--- config.mk ---
export PLATFORM = sky130hd
export DESIGN_NAME = shell_word_splitter
export DESIGN_NICKNAME = d
export VERILOG_FILES = /design/src/rtl/sws_pkg.sv /design/src/rtl/sws_lexer.sv /design/src/rtl/sws_out_buf.sv /design/src/rtl/shell_word_splitter.sv
export SDC_FILE = /design/constraint.sdc
export NUM_CORES = 1
export LEC_CHECK = 0
export BUFFER_PORTS_ARGS = -buffer_cell sky130_fd_sc_hd__buf_4
export CORE_ASPECT_RATIO = 0.8
export CORE_MARGIN = 2
export CORE_UTILIZATION = 61
export DETAILED_ROUTE_END_ITERATION = 8
export PLACE_DENSITY_LB_ADDON = 0.15
export SETUP_SLACK_MARGIN = 0.3
export SLEW_MARGIN = 20
export SYNTH_ARGS = -nofsm -noshare
export SYNTH_HDL_FRONTEND = slang
export SYNTH_HIERARCHICAL = 1
export SYNTH_SLANG_ARGS = --single-unit
--- constraint.sdc ---
create_clock -name clk_i -period 6.83 [get_ports clk_i]
set_clock_uncertainty 0.2 [all_clocks]
set_input_delay 0 -clock clk_i [delete_from_list [all_inputs] [get_ports clk_i]]
set_output_delay 0 -clock clk_i [all_outputs]
set_load 0.005 [all_outputs]
--- src/rtl/sws_pkg.sv ---
`default_nettype none

package sws_pkg;

  localparam int unsigned MaxArgBytes = 255;
  localparam int unsigned ArgLenW     = $clog2(MaxArgBytes + 1);

  localparam logic [7:0] SlotsReset = 8'd64;

  localparam logic [7:0] ChSpace   = 8'h20;
  localparam logic [7:0] ChBslash  = 8'h5C;
  localparam logic [7:0] ChSquote  = 8'h27;
  localparam logic [7:0] ChDquote  = 8'h22;
  localparam logic [7:0] ChDollar  = 8'h24;
  localparam logic [7:0] ChBquote  = 8'h60;
  localparam logic [7:0] ChNewline = 8'h0A;
  localparam logic [7:0] ChNul     = 8'h00;

  typedef enum logic [6:0] {
    ModeBetween = 7'b0000001,
    ModePlain   = 7'b0000010,
    ModeEsc     = 7'b0000100,
    ModeSq      = 7'b0001000,
    ModeDq      = 7'b0010000,
    ModeDqEsc   = 7'b0100000,
    ModeIgnore  = 7'b1000000
  } mode_e;

  typedef enum logic [1:0] {
    KindByte = 2'd0,
    KindEnd  = 2'd1,
    KindOk   = 2'd2,
    KindErr  = 2'd3
  } kind_e;

  typedef struct packed {
    kind_e      kind;
    logic [7:0] out_byte;
    logic [7:0] arg_index;
    logic [7:0] arg_total;
    logic       last;
  } result_t;

  // Up to two results per input byte, filled from r0 upward
  typedef struct packed {
    logic [1:0] count;
    result_t    r0;
    result_t    r1;
  } res_set_t;

  function automatic result_t mk_res(kind_e kind, logic [7:0] b, logic [7:0] idx,
                                     logic [7:0] total);
    result_t r;
    r.kind      = kind;
    r.out_byte  = b;
    r.arg_index = idx;
    r.arg_total = total;
    r.last      = 1'b0;
    return r;
  endfunction

endpackage

`default_nettype wire

--- src/rtl/sws_lexer.sv ---
`default_nettype none

module sws_lexer import sws_pkg::*; (
  input  wire logic       clk_i,
  input  wire logic       rst_ni,
  input  wire logic       cfg_we_i,
  input  wire logic [7:0] cfg_wdata_i,
  input  wire logic       step_i,
  input  wire logic [7:0] char_i,
  input  wire logic       line_end_i,
  output res_set_t        res_o
);

  mode_e               mode_q, mode_d;
  logic [ArgLenW-1:0]  len_q, len_d;
  logic [7:0]          done_q, done_d;
  logic [7:0]          slots_q;
  logic [7:0]          limit;
  logic                eol;
  logic                special;
  logic                do_plain;
  logic [7:0]          done_inc;

  assign limit    = (slots_q == 8'd0) ? 8'd0 : slots_q - 8'd1;
  assign eol      = line_end_i || (char_i == ChNul);
  assign done_inc = done_q + 8'd1;
  assign special  = (char_i == ChDquote) || (char_i == ChBslash) || (char_i == ChDollar) ||
                    (char_i == ChBquote) || (char_i == ChNewline);

  always_comb begin
    mode_d      = mode_q;
    len_d       = len_q;
    done_d      = done_q;
    res_o       = '0;
    do_plain    = 1'b0;
    if (eol) begin
      if (mode_q == ModePlain || mode_q == ModeEsc) begin
        res_o.r0    = mk_res(KindEnd, 8'd0, done_q, done_inc);
        res_o.r1    = mk_res(KindOk, 8'd0, 8'd0, done_inc);
        res_o.count = 2'd2;
      end else if (mode_q == ModeSq || mode_q == ModeDq || mode_q == ModeDqEsc) begin
        res_o.r0    = mk_res(KindErr, 8'd0, 8'd0, done_q);
        res_o.count = 2'd1;
      end else begin
        res_o.r0    = mk_res(KindOk, 8'd0, 8'd0, done_q);
        res_o.count = 2'd1;
      end
      mode_d = ModeBetween;
      len_d  = '0;
      done_d = 8'd0;
    end else begin
      case (mode_q)
        ModePlain: begin
          do_plain = 1'b1;
        end
        ModeEsc: begin
          if (len_d < ArgLenW'(MaxArgBytes)) begin
            res_o.r0    = mk_res(KindByte, char_i, done_q, done_q);
            res_o.count = 2'd1;
            len_d       = len_d + 1'b1;
          end
          mode_d = ModePlain;
        end
        ModeSq: begin
          if (char_i == ChSquote) begin
            mode_d = ModePlain;
          end else if (len_d < ArgLenW'(MaxArgBytes)) begin
            res_o.r0    = mk_res(KindByte, char_i, done_q, done_q);
            res_o.count = 2'd1;
            len_d       = len_d + 1'b1;
          end
        end
        ModeDq: begin
          if (char_i == ChDquote) begin
            mode_d = ModePlain;
          end else if (char_i == ChBslash) begin
            mode_d = ModeDqEsc;
          end else if (len_d < ArgLenW'(MaxArgBytes)) begin
            res_o.r0    = mk_res(KindByte, char_i, done_q, done_q);
            res_o.count = 2'd1;
            len_d       = len_d + 1'b1;
          end
        end
        ModeDqEsc: begin
          // keep the backslash before a byte it cannot escape
          if (!special && len_d < ArgLenW'(MaxArgBytes)) begin
            res_o.r0    = mk_res(KindByte, ChBslash, done_q, done_q);
            res_o.count = 2'd1;
            len_d       = len_d + 1'b1;
          end
          if (len_d < ArgLenW'(MaxArgBytes)) begin
            if (res_o.count == 2'd0) begin
              res_o.r0 = mk_res(KindByte, char_i, done_q, done_q);
            end else begin
              res_o.r1 = mk_res(KindByte, char_i, done_q, done_q);
            end
            res_o.count = res_o.count + 2'd1;
            len_d       = len_d + 1'b1;
          end
          mode_d = ModeDq;
        end
        ModeIgnore: begin
          mode_d = ModeIgnore;
        end
        default: begin
          if (char_i != ChSpace) begin
            if (done_q >= limit) begin
              mode_d = ModeIgnore;
            end else begin
              len_d    = '0;
              mode_d   = ModePlain;
              do_plain = 1'b1;
            end
          end
        end
      endcase

      if (do_plain) begin
        if (char_i == ChSpace) begin
          res_o.r0    = mk_res(KindEnd, 8'd0, done_q, done_inc);
          res_o.count = 2'd1;
          done_d      = done_inc;
          len_d       = '0;
          mode_d      = ModeBetween;
        end else if (char_i == ChBslash) begin
          mode_d = ModeEsc;
        end else if (char_i == ChSquote) begin
          mode_d = ModeSq;
        end else if (char_i == ChDquote) begin
          mode_d = ModeDq;
        end else if (len_d < ArgLenW'(MaxArgBytes)) begin
          res_o.r0    = mk_res(KindByte, char_i, done_q, done_q);
          res_o.count = 2'd1;
          len_d       = len_d + 1'b1;
        end
      end
    end
  end

  always_ff @(posedge clk_i or negedge rst_ni) begin
    if (!rst_ni) begin
      mode_q  <= ModeBetween;
      len_q   <= '0;
      done_q  <= 8'd0;
      slots_q <= SlotsReset;
    end else begin
      if (cfg_we_i) begin
        slots_q <= cfg_wdata_i;
      end
      if (step_i) begin
        mode_q <= mode_d;
        len_q  <= len_d;
        done_q <= done_d;
      end
    end
  end

endmodule

`default_nettype wire

--- src/rtl/sws_out_buf.sv ---
`default_nettype none

module sws_out_buf import sws_pkg::*; (
  input  wire logic        clk_i,
  input  wire logic        rst_ni,
  input  wire logic        load_i,
  input  wire res_set_t    res_i,
  output logic             can_load_o,
  output logic             m_axis_tvalid,
  input  wire logic        m_axis_tready,
  output logic [23:0]      m_axis_tdata,
  output logic [1:0]       m_axis_tuser,
  output logic             m_axis_tlast
);

  result_t    buf_q [2];
  logic [1:0] cnt_q;
  logic       head_q;
  logic       out_fire;
  result_t    head_res;
  result_t    ld_r0;
  result_t    ld_r1;

  assign head_res      = buf_q[head_q];
  assign m_axis_tvalid = (cnt_q != 2'd0);
  assign out_fire      = m_axis_tvalid && m_axis_tready;
  // refill only once the last held result leaves
  assign can_load_o    = (cnt_q == 2'd0) || (cnt_q == 2'd1 && out_fire);

  assign m_axis_tdata = {head_res.arg_total, head_res.arg_index, head_res.out_byte};
  assign m_axis_tuser = head_res.kind;
  assign m_axis_tlast = head_res.last;

  // mark the final result of the request
  always_comb begin
    ld_r0      = res_i.r0;
    ld_r0.last = (res_i.count == 2'd1);
    ld_r1      = res_i.r1;
    ld_r1.last = 1'b1;
  end

  always_ff @(posedge clk_i or negedge rst_ni) begin
    if (!rst_ni) begin
      cnt_q  <= 2'd0;
      head_q <= 1'b0;
    end else if (load_i) begin
      cnt_q  <= res_i.count;
      head_q <= 1'b0;
    end else if (out_fire) begin
      cnt_q  <= cnt_q - 2'd1;
      head_q <= ~head_q;
    end
  end

  always_ff @(posedge clk_i) begin
    if (load_i) begin
      buf_q[0] <= ld_r0;
      buf_q[1] <= ld_r1;
    end
  end

endmodule

`default_nettype wire

--- src/rtl/shell_word_splitter.sv ---
// Channel   Dir  Group     Payload
// request   in   s_axis_*  tdata = char_byte, tuser = line_end
// result    out  m_axis_*  tdata = out_byte, arg_index, arg_total; tuser = kind; tlast = last
// config    in   cfg_*     arg_slots, written when cfg_we_i is high
//
// A request is held in the input register, then the lexer step writes its
// zero to two results into the two-entry result buffer. One request per cycle is
// taken while each request yields at most one result and m_axis_tready is high; a
// request with two results holds the next one back, as the buffer sends one result per cycle.
// Reset (rst_ni low, asynchronous) empties both stages and starts a fresh line.
// A stalled result buffer holds the lexer step and backs up into s_axis_tready.
`default_nettype none

module shell_word_splitter import sws_pkg::*; (
  input  wire logic        clk_i,
  input  wire logic        rst_ni,
  input  wire logic        cfg_we_i,
  input  wire logic [7:0]  cfg_wdata_i,
  input  wire logic        s_axis_tvalid,
  output logic             s_axis_tready,
  input  wire logic [7:0]  s_axis_tdata,   // [7:0] char_byte
  input  wire logic [0:0]  s_axis_tuser,   // [0] line_end
  output logic             m_axis_tvalid,
  input  wire logic        m_axis_tready,
  output logic [23:0]      m_axis_tdata,   // [7:0] out_byte, [15:8] arg_index, [23:16] arg_total
  output logic [1:0]       m_axis_tuser,   // [1:0] kind
  output logic             m_axis_tlast    // last
);

  logic       in_valid_q;
  logic [7:0] in_char_q;
  logic       in_end_q;
  logic       can_load;
  logic       step;
  res_set_t   res_set;

  assign step          = in_valid_q && can_load;
  assign s_axis_tready = !in_valid_q || step;

  always_ff @(posedge clk_i or negedge rst_ni) begin
    if (!rst_ni) begin
      in_valid_q <= 1'b0;
    end else if (s_axis_tready) begin
      in_valid_q <= s_axis_tvalid;
    end
  end

  always_ff @(posedge clk_i) begin
    if (s_axis_tvalid && s_axis_tready) begin
      in_char_q <= s_axis_tdata;
      in_end_q  <= s_axis_tuser[0];
    end
  end

  sws_lexer u_lexer (
    .clk_i       (clk_i),
    .rst_ni      (rst_ni),
    .cfg_we_i    (cfg_we_i),
    .cfg_wdata_i (cfg_wdata_i),
    .step_i      (step),
    .char_i      (in_char_q),
    .line_end_i  (in_end_q),
    .res_o       (res_set)
  );

  sws_out_buf u_out_buf (
    .clk_i         (clk_i),
    .rst_ni        (rst_ni),
    .load_i        (step),
    .res_i         (res_set),
    .can_load_o    (can_load),
    .m_axis_tvalid (m_axis_tvalid),
    .m_axis_tready (m_axis_tready),
    .m_axis_tdata  (m_axis_tdata),
    .m_axis_tuser  (m_axis_tuser),
    .m_axis_tlast  (m_axis_tlast)
  );

`ifndef SYNTHESIS
  // the second result of a request follows right after the first
  assert property (@(posedge clk_i) disable iff (!rst_ni)
    m_axis_tvalid && m_axis_tready && !m_axis_tlast |=> m_axis_tvalid)
    else $error("second result of a request missing");

  assert property (@(posedge clk_i) disable iff (!rst_ni)
    m_axis_tvalid && (m_axis_tuser == KindOk || m_axis_tuser == KindErr) |-> m_axis_tlast)
    else $error("line status not marked last");

  // a zero byte ends the line, so it never shows as an argument byte
  assert property (@(posedge clk_i) disable iff (!rst_ni)
    m_axis_tvalid |-> ((m_axis_tuser == KindByte) == (m_axis_tdata[7:0] != 8'd0)))
    else $error("argument byte field inconsistent with kind");

  assert property (@(posedge clk_i) disable iff (!rst_ni)
    step |-> res_set.count != 2'd3)
    else $error("lexer step produced too many results");
`endif

endmodule

`default_nettype wire

=== After elaboration in Yosys (flattened, before gate mapping) ===
Memories as Yosys holds them, arrays and structs flattened.
Index checks and enable logic that the tools add are counted.

* Register bits after elaboration: 44
* RAM bits: 54
* Output and inout bits: 29
* Logic and storage cells: 133
* Memories kept: 1

* Add/sub/neg operators: 7
* $lt $le $gt $ge: 4
* Equal/unequal tests: 16
* Mux-type cells: 67
* Bitwise logic cells: 1
* Reduce and logical (&&, ||, !) cells: 28

{| class="wikitable"
|+ Memories
! name !! words !! bits a word !! read ports !! clocked after Yosys merged registers in !! write ports !! line !! RTL
|-
| u_out_buf.buf_q || 2 || 27 || 1 || 0 || 2 || sws_out_buf.sv:16 || <nowiki>result_t buf_q [2];</nowiki>
|}

{| class="wikitable"
|+ Operator list
! operator !! count
|-
| two-way mux 29 bit || 12
|-
| two-way mux 8 bit || 22
|-
| case mux 29 bit (4 select lines) || 1
|-
| two-way mux 56 bit || 2
|-
| two-way mux 27 bit || 3
|-
| two-way mux 7 bit || 11
|-
| two-way mux 28 bit || 2
|-
| case mux 7 bit (6 select lines) || 1
|-
| case mux 8 bit (5 select lines) || 1
|-
| adder 8 x 1 -> 8 bit (second input constant) || 4
|-
| equality test 8 x 6 -> 1 bit (second input constant) || 4
|-
| two-way mux 26 bit || 1
|-
| two-way mux 25 bit || 1
|-
| less-than comparator 8 bit (second input constant) || 3
|-
| equality test 8 x 7 -> 1 bit (second input constant) || 2
|-
| zero test 8 bit || 2
|-
| logical OR 1 bit || 10
|-
| equality test 8 x 4 -> 1 bit (second input constant) || 1
|-
| >= comparator 8 bit || 1
|-
| inequality test 8 x 6 -> 1 bit (second input constant) || 1
|-
| nonzero test 2 bit || 4
|-
| subtractor 8 x 1 -> 8 bit (second input constant) || 1
|-
| equality test 7 x 2 -> 1 bit (second input constant) || 1
|-
| equality test 7 x 3 -> 1 bit (second input constant) || 1
|-
| other kinds (17) || 31
|}

=== Longest topological paths before layout ===
* Depth in word-level cells: 23
* Mapped depth: 22

=== Hierarchy ===
The synthesis kept the hierarchy.

{| class="wikitable"
|+ Modules (own cells, without submodules)
! module !! instances !! cells each !! area an instance (sq um) !! seq. area each (sq um)
|-
| sws_lexer || 1 || 517 || 3872.5 || 778.2
|-
| sws_out_buf || 1 || 103 || 2205.9 || 1666.6
|-
| shell_word_splitter || 1 || 14 || 330.3 || 295.3
|}

=== Least setup slack after synthesis ===
OpenSTA, ideal clock, no wires.

* Path type: register -> register
* Start point: reg in_char_q[0]
* End point: mem u_out_buf/buf_q[0][7] in the netlist's numbering, data pin
* Library setup time: 0.263 ns
* Data arrival time: 4.478 ns
* Required time: 6.367 ns
* Setup slack: 1.889 ns
* Cell stages (with the launch flop): 20
* Path buffers: 2
* Clock period less this slack: 4.941 ns
* Cells stage by stage: edfxtp_1 > nor4b_2 > nand4_1 > and4_1 > buf_6 > nand2_4 > inv_4 > o21ai_0 > ha_1 > nor4b_1 > a2bb2o_1 > o21ai_0 > a311o_1 > a32o_1 > ha_1 > nand3_1 > o31ai_4 > and3_1 > buf_2 > o22ai_1

{| class="wikitable"
|+ RTL lines
! what !! line !! RTL
|-
| start, declared || shell_word_splitter.sv:31 || <nowiki>logic [7:0] in_char_q;</nowiki>
|-
| start signal, assigned || shell_word_splitter.sv:50 || <nowiki>in_char_q <= s_axis_tdata;</nowiki>
|-
| end, declared || sws_out_buf.sv:16 ||
|}

==> impl_metrics.json <==
{
  "status": "complete, no violations",
  "path_max_fanout": 8,
  "peakVddDrop_mv": 0.393,
  "fin_crit_sh": 0.883,
  "grt_max_degree": 51,
  "critPathLaunchType": "flop",
  "finalSetupViolCount": 0,
  "grt_use_met1": 0.449,
  "fp.dieH_um": 95.6,
  "ios": 51,
  "cts_root_buffer": "clkbuf_16",
  "cp.arrival_ns": 5.93,
  "viasPerCell": 6.56,
  "yosysWarnings": 6,
  "worstMarginPinSlew_ns": 1.04,
  "p_leak_nw": 3.00,
  "syn_inst": 632,
  "fin_setup_tns_ns": 0,
  "crit_chain": "nor4b_2, nand4_1, and4_1, nand2_4, inv_4, o21ai_0, ha_1, nor4b_1, a2bb2o_1, o21ai_0, a311o_1, a32o_1, ha_1, nand3_1, o31ai_4, nand3_1, and3_1",
  "maxCapViolCount": 0,
  "netlist_area_um2": 6390,
  "global_route.usage.met2": 0.480,
  "row_count": 33,
  "relSlewSlack": 0.303,
  "ant_nets": 0,
  "die_w_um": 118,
  "track_usage": 0.315,
  "clockBufferDepth": 2,
  "fp.coreArea_um2": 10200,
  "cts_tree": "yes",
  "rsz0062_at_grt": "false",
  "syn-num-nets": 672,
  "dr.pass1.iters": 6,
  "post_cts_resized": 0,
  "gr-total-overflow": 0,
  "use_met3": 0.0748,
  "r2r-start": "in_char_q[0]",
  "postCtsSetupRepairBufs": 0,
  "worstSetupStartpoint": "in_char_q[0]",
  "final_core_util": 0.728,
  "drc": 0,
  "worstSkewPairLatency_ns": 0.35,
  "wire_per_inst_um": 20.8,
  "numPortBuffers": 50,
  "clock-sinks": 97,
  "dp_hpwl_um": 11600,
  "diodes": 0,
  "grt_most_used_layer": "met2",
  "required_ns": 6.73,
  "start_util": 0.624,
  "max_stage_delay_ns": 0.52,
  "min_from": "s_axis_tuser",
  "area_growth_pct": 16.7,
  "syn_avg_cell_area_um2": 10.1,
  "crit_type": "reg -> reg",
  "drt-total-wl_um": 17500,
  "cp_slowest_cell": "edfxtp_1",
  "grt_pass1_vias": 5059,
  "hold_viol": 0,
  "drive_gt1_frac": 0.189,
  "via_count": 5531,
  "htreeDepth": 3,
  "path_clk_slew_ns": 0.07,
  "antenna_found_initial": 0,
  "slew_viol_final": 0,
  "min_period_ns": 6.03,
  "numCtsBuffers": 9,
  "dieArea_um2": 11300,
  "fmax_ghz": 0.166,
  "drtIter0Drc": 578,
  "hp-class": "in -> reg",
  "grt_pass1_wl_um": 27500,
  "end_kind": "flop",
  "ctsHoldBuffers": 33,
  "place.gp.congestion": 0.888,
  "nets": 738,
  "p_per_area_nw_per_um2": 341
}
power breakdown:
part / total (mW) / leakage (nW) / internal [mW] / switching [mW]
combinational: 1.02 / 1.78 / 0.465 / 0.553
clock: 0.549 / 0.152 / 0.321 / 0.228
sequential: 0.975 / 1.07 / 0.850 / 0.125
total: 2.54 / 3.00 / 1.64 / 0.907
per-stage QoR:
stage          cell area [um^2]  setup WS, ns  power [mW]  std cells  hold slack [ns]
2_1_floorplan              6390          1.89        1.62        632           -0.496
3_5_place_dp               6800         0.981        1.94        794           -0.202
4_1_cts                    7460         0.970        2.52        843            0.160
3_3_place_gp               6800          1.20        1.92        794           -0.204
5_1_grt                    7460         0.516        2.66        843            0.176
6_report                   7460         0.798        2.54        843            0.172
critical path, delay by kind of cell (launching register included):
family                   cells  cell delay (ns)
adder cells (fa/ha/maj)      2             0.52
buffers and inverters        1             0.07
flip-flops                   1             0.52
AND/OR/NAND/NOR              8             2.71
AO/OA/AOI/OAI                6             1.76
placed cells by master, fill, tap and decap left out, drive strengths merged, types with 23 or more instances in the layout:
| cell type | instances |
|---|---|
| a21oi | 26 |
| nand2 | 56 |
| nor2 | 39 |
| buf | 56 |
| dlygate4sd3 | 32 |
| mux2 | 33 |
| dfrtp | 33 |
| and2 | 23 |
| and3 | 23 |
| o21ai | 53 |
| edfxtp | 62 |
registers in the layout (all words and copies together), names as in the netlist:
signal,flops
in_end_q,1
u_out_buf/buf_q,53
u_lexer/len_q,8
u_lexer/slots_q,8
u_out_buf/cnt_q,2
u_out_buf/head_q,1
u_lexer/mode_q,7
in_valid_q,1
in_char_q,8
u_lexer/done_q,8
cell type report:
cell class | count | area (um^2)
clock buffer | 9 | 225
clock inverter | 7 | 93.8
fill | 725 | 2780
inverter | 20 | 77.6
multi-input combinational | 482 | 3390
sequential | 97 | 2740
tap | 140 | 175
timing repair buffer | 88 | 753
path summary, 6_finish.rpt:
path,slack [ns],to,cells past startpoint
max,0.80,u_out_buf/buf_q[0][13],17
min,0.17,in_end_q,2
max reg2reg,0.80,u_out_buf/buf_q[0][13],17
min reg2reg,0.33,u_lexer/mode_q[0],2
max in group asynchronous,5.70,u_lexer/mode_q[1],4
min in group asynchronous,0.52,u_lexer/slots_q[6],3
metal layers:
| metal | up-vias | wire (um) |
|---|---|---|
| met3 | 35 | 1720 |
| li1 | 2526 | - |
| met1 | 2657 | 7700 |
| met2 | 313 | 7740 |
| met5 | - | 0 |
| met4 | 0 | 386 |
(Power assumes the default switching activity.)
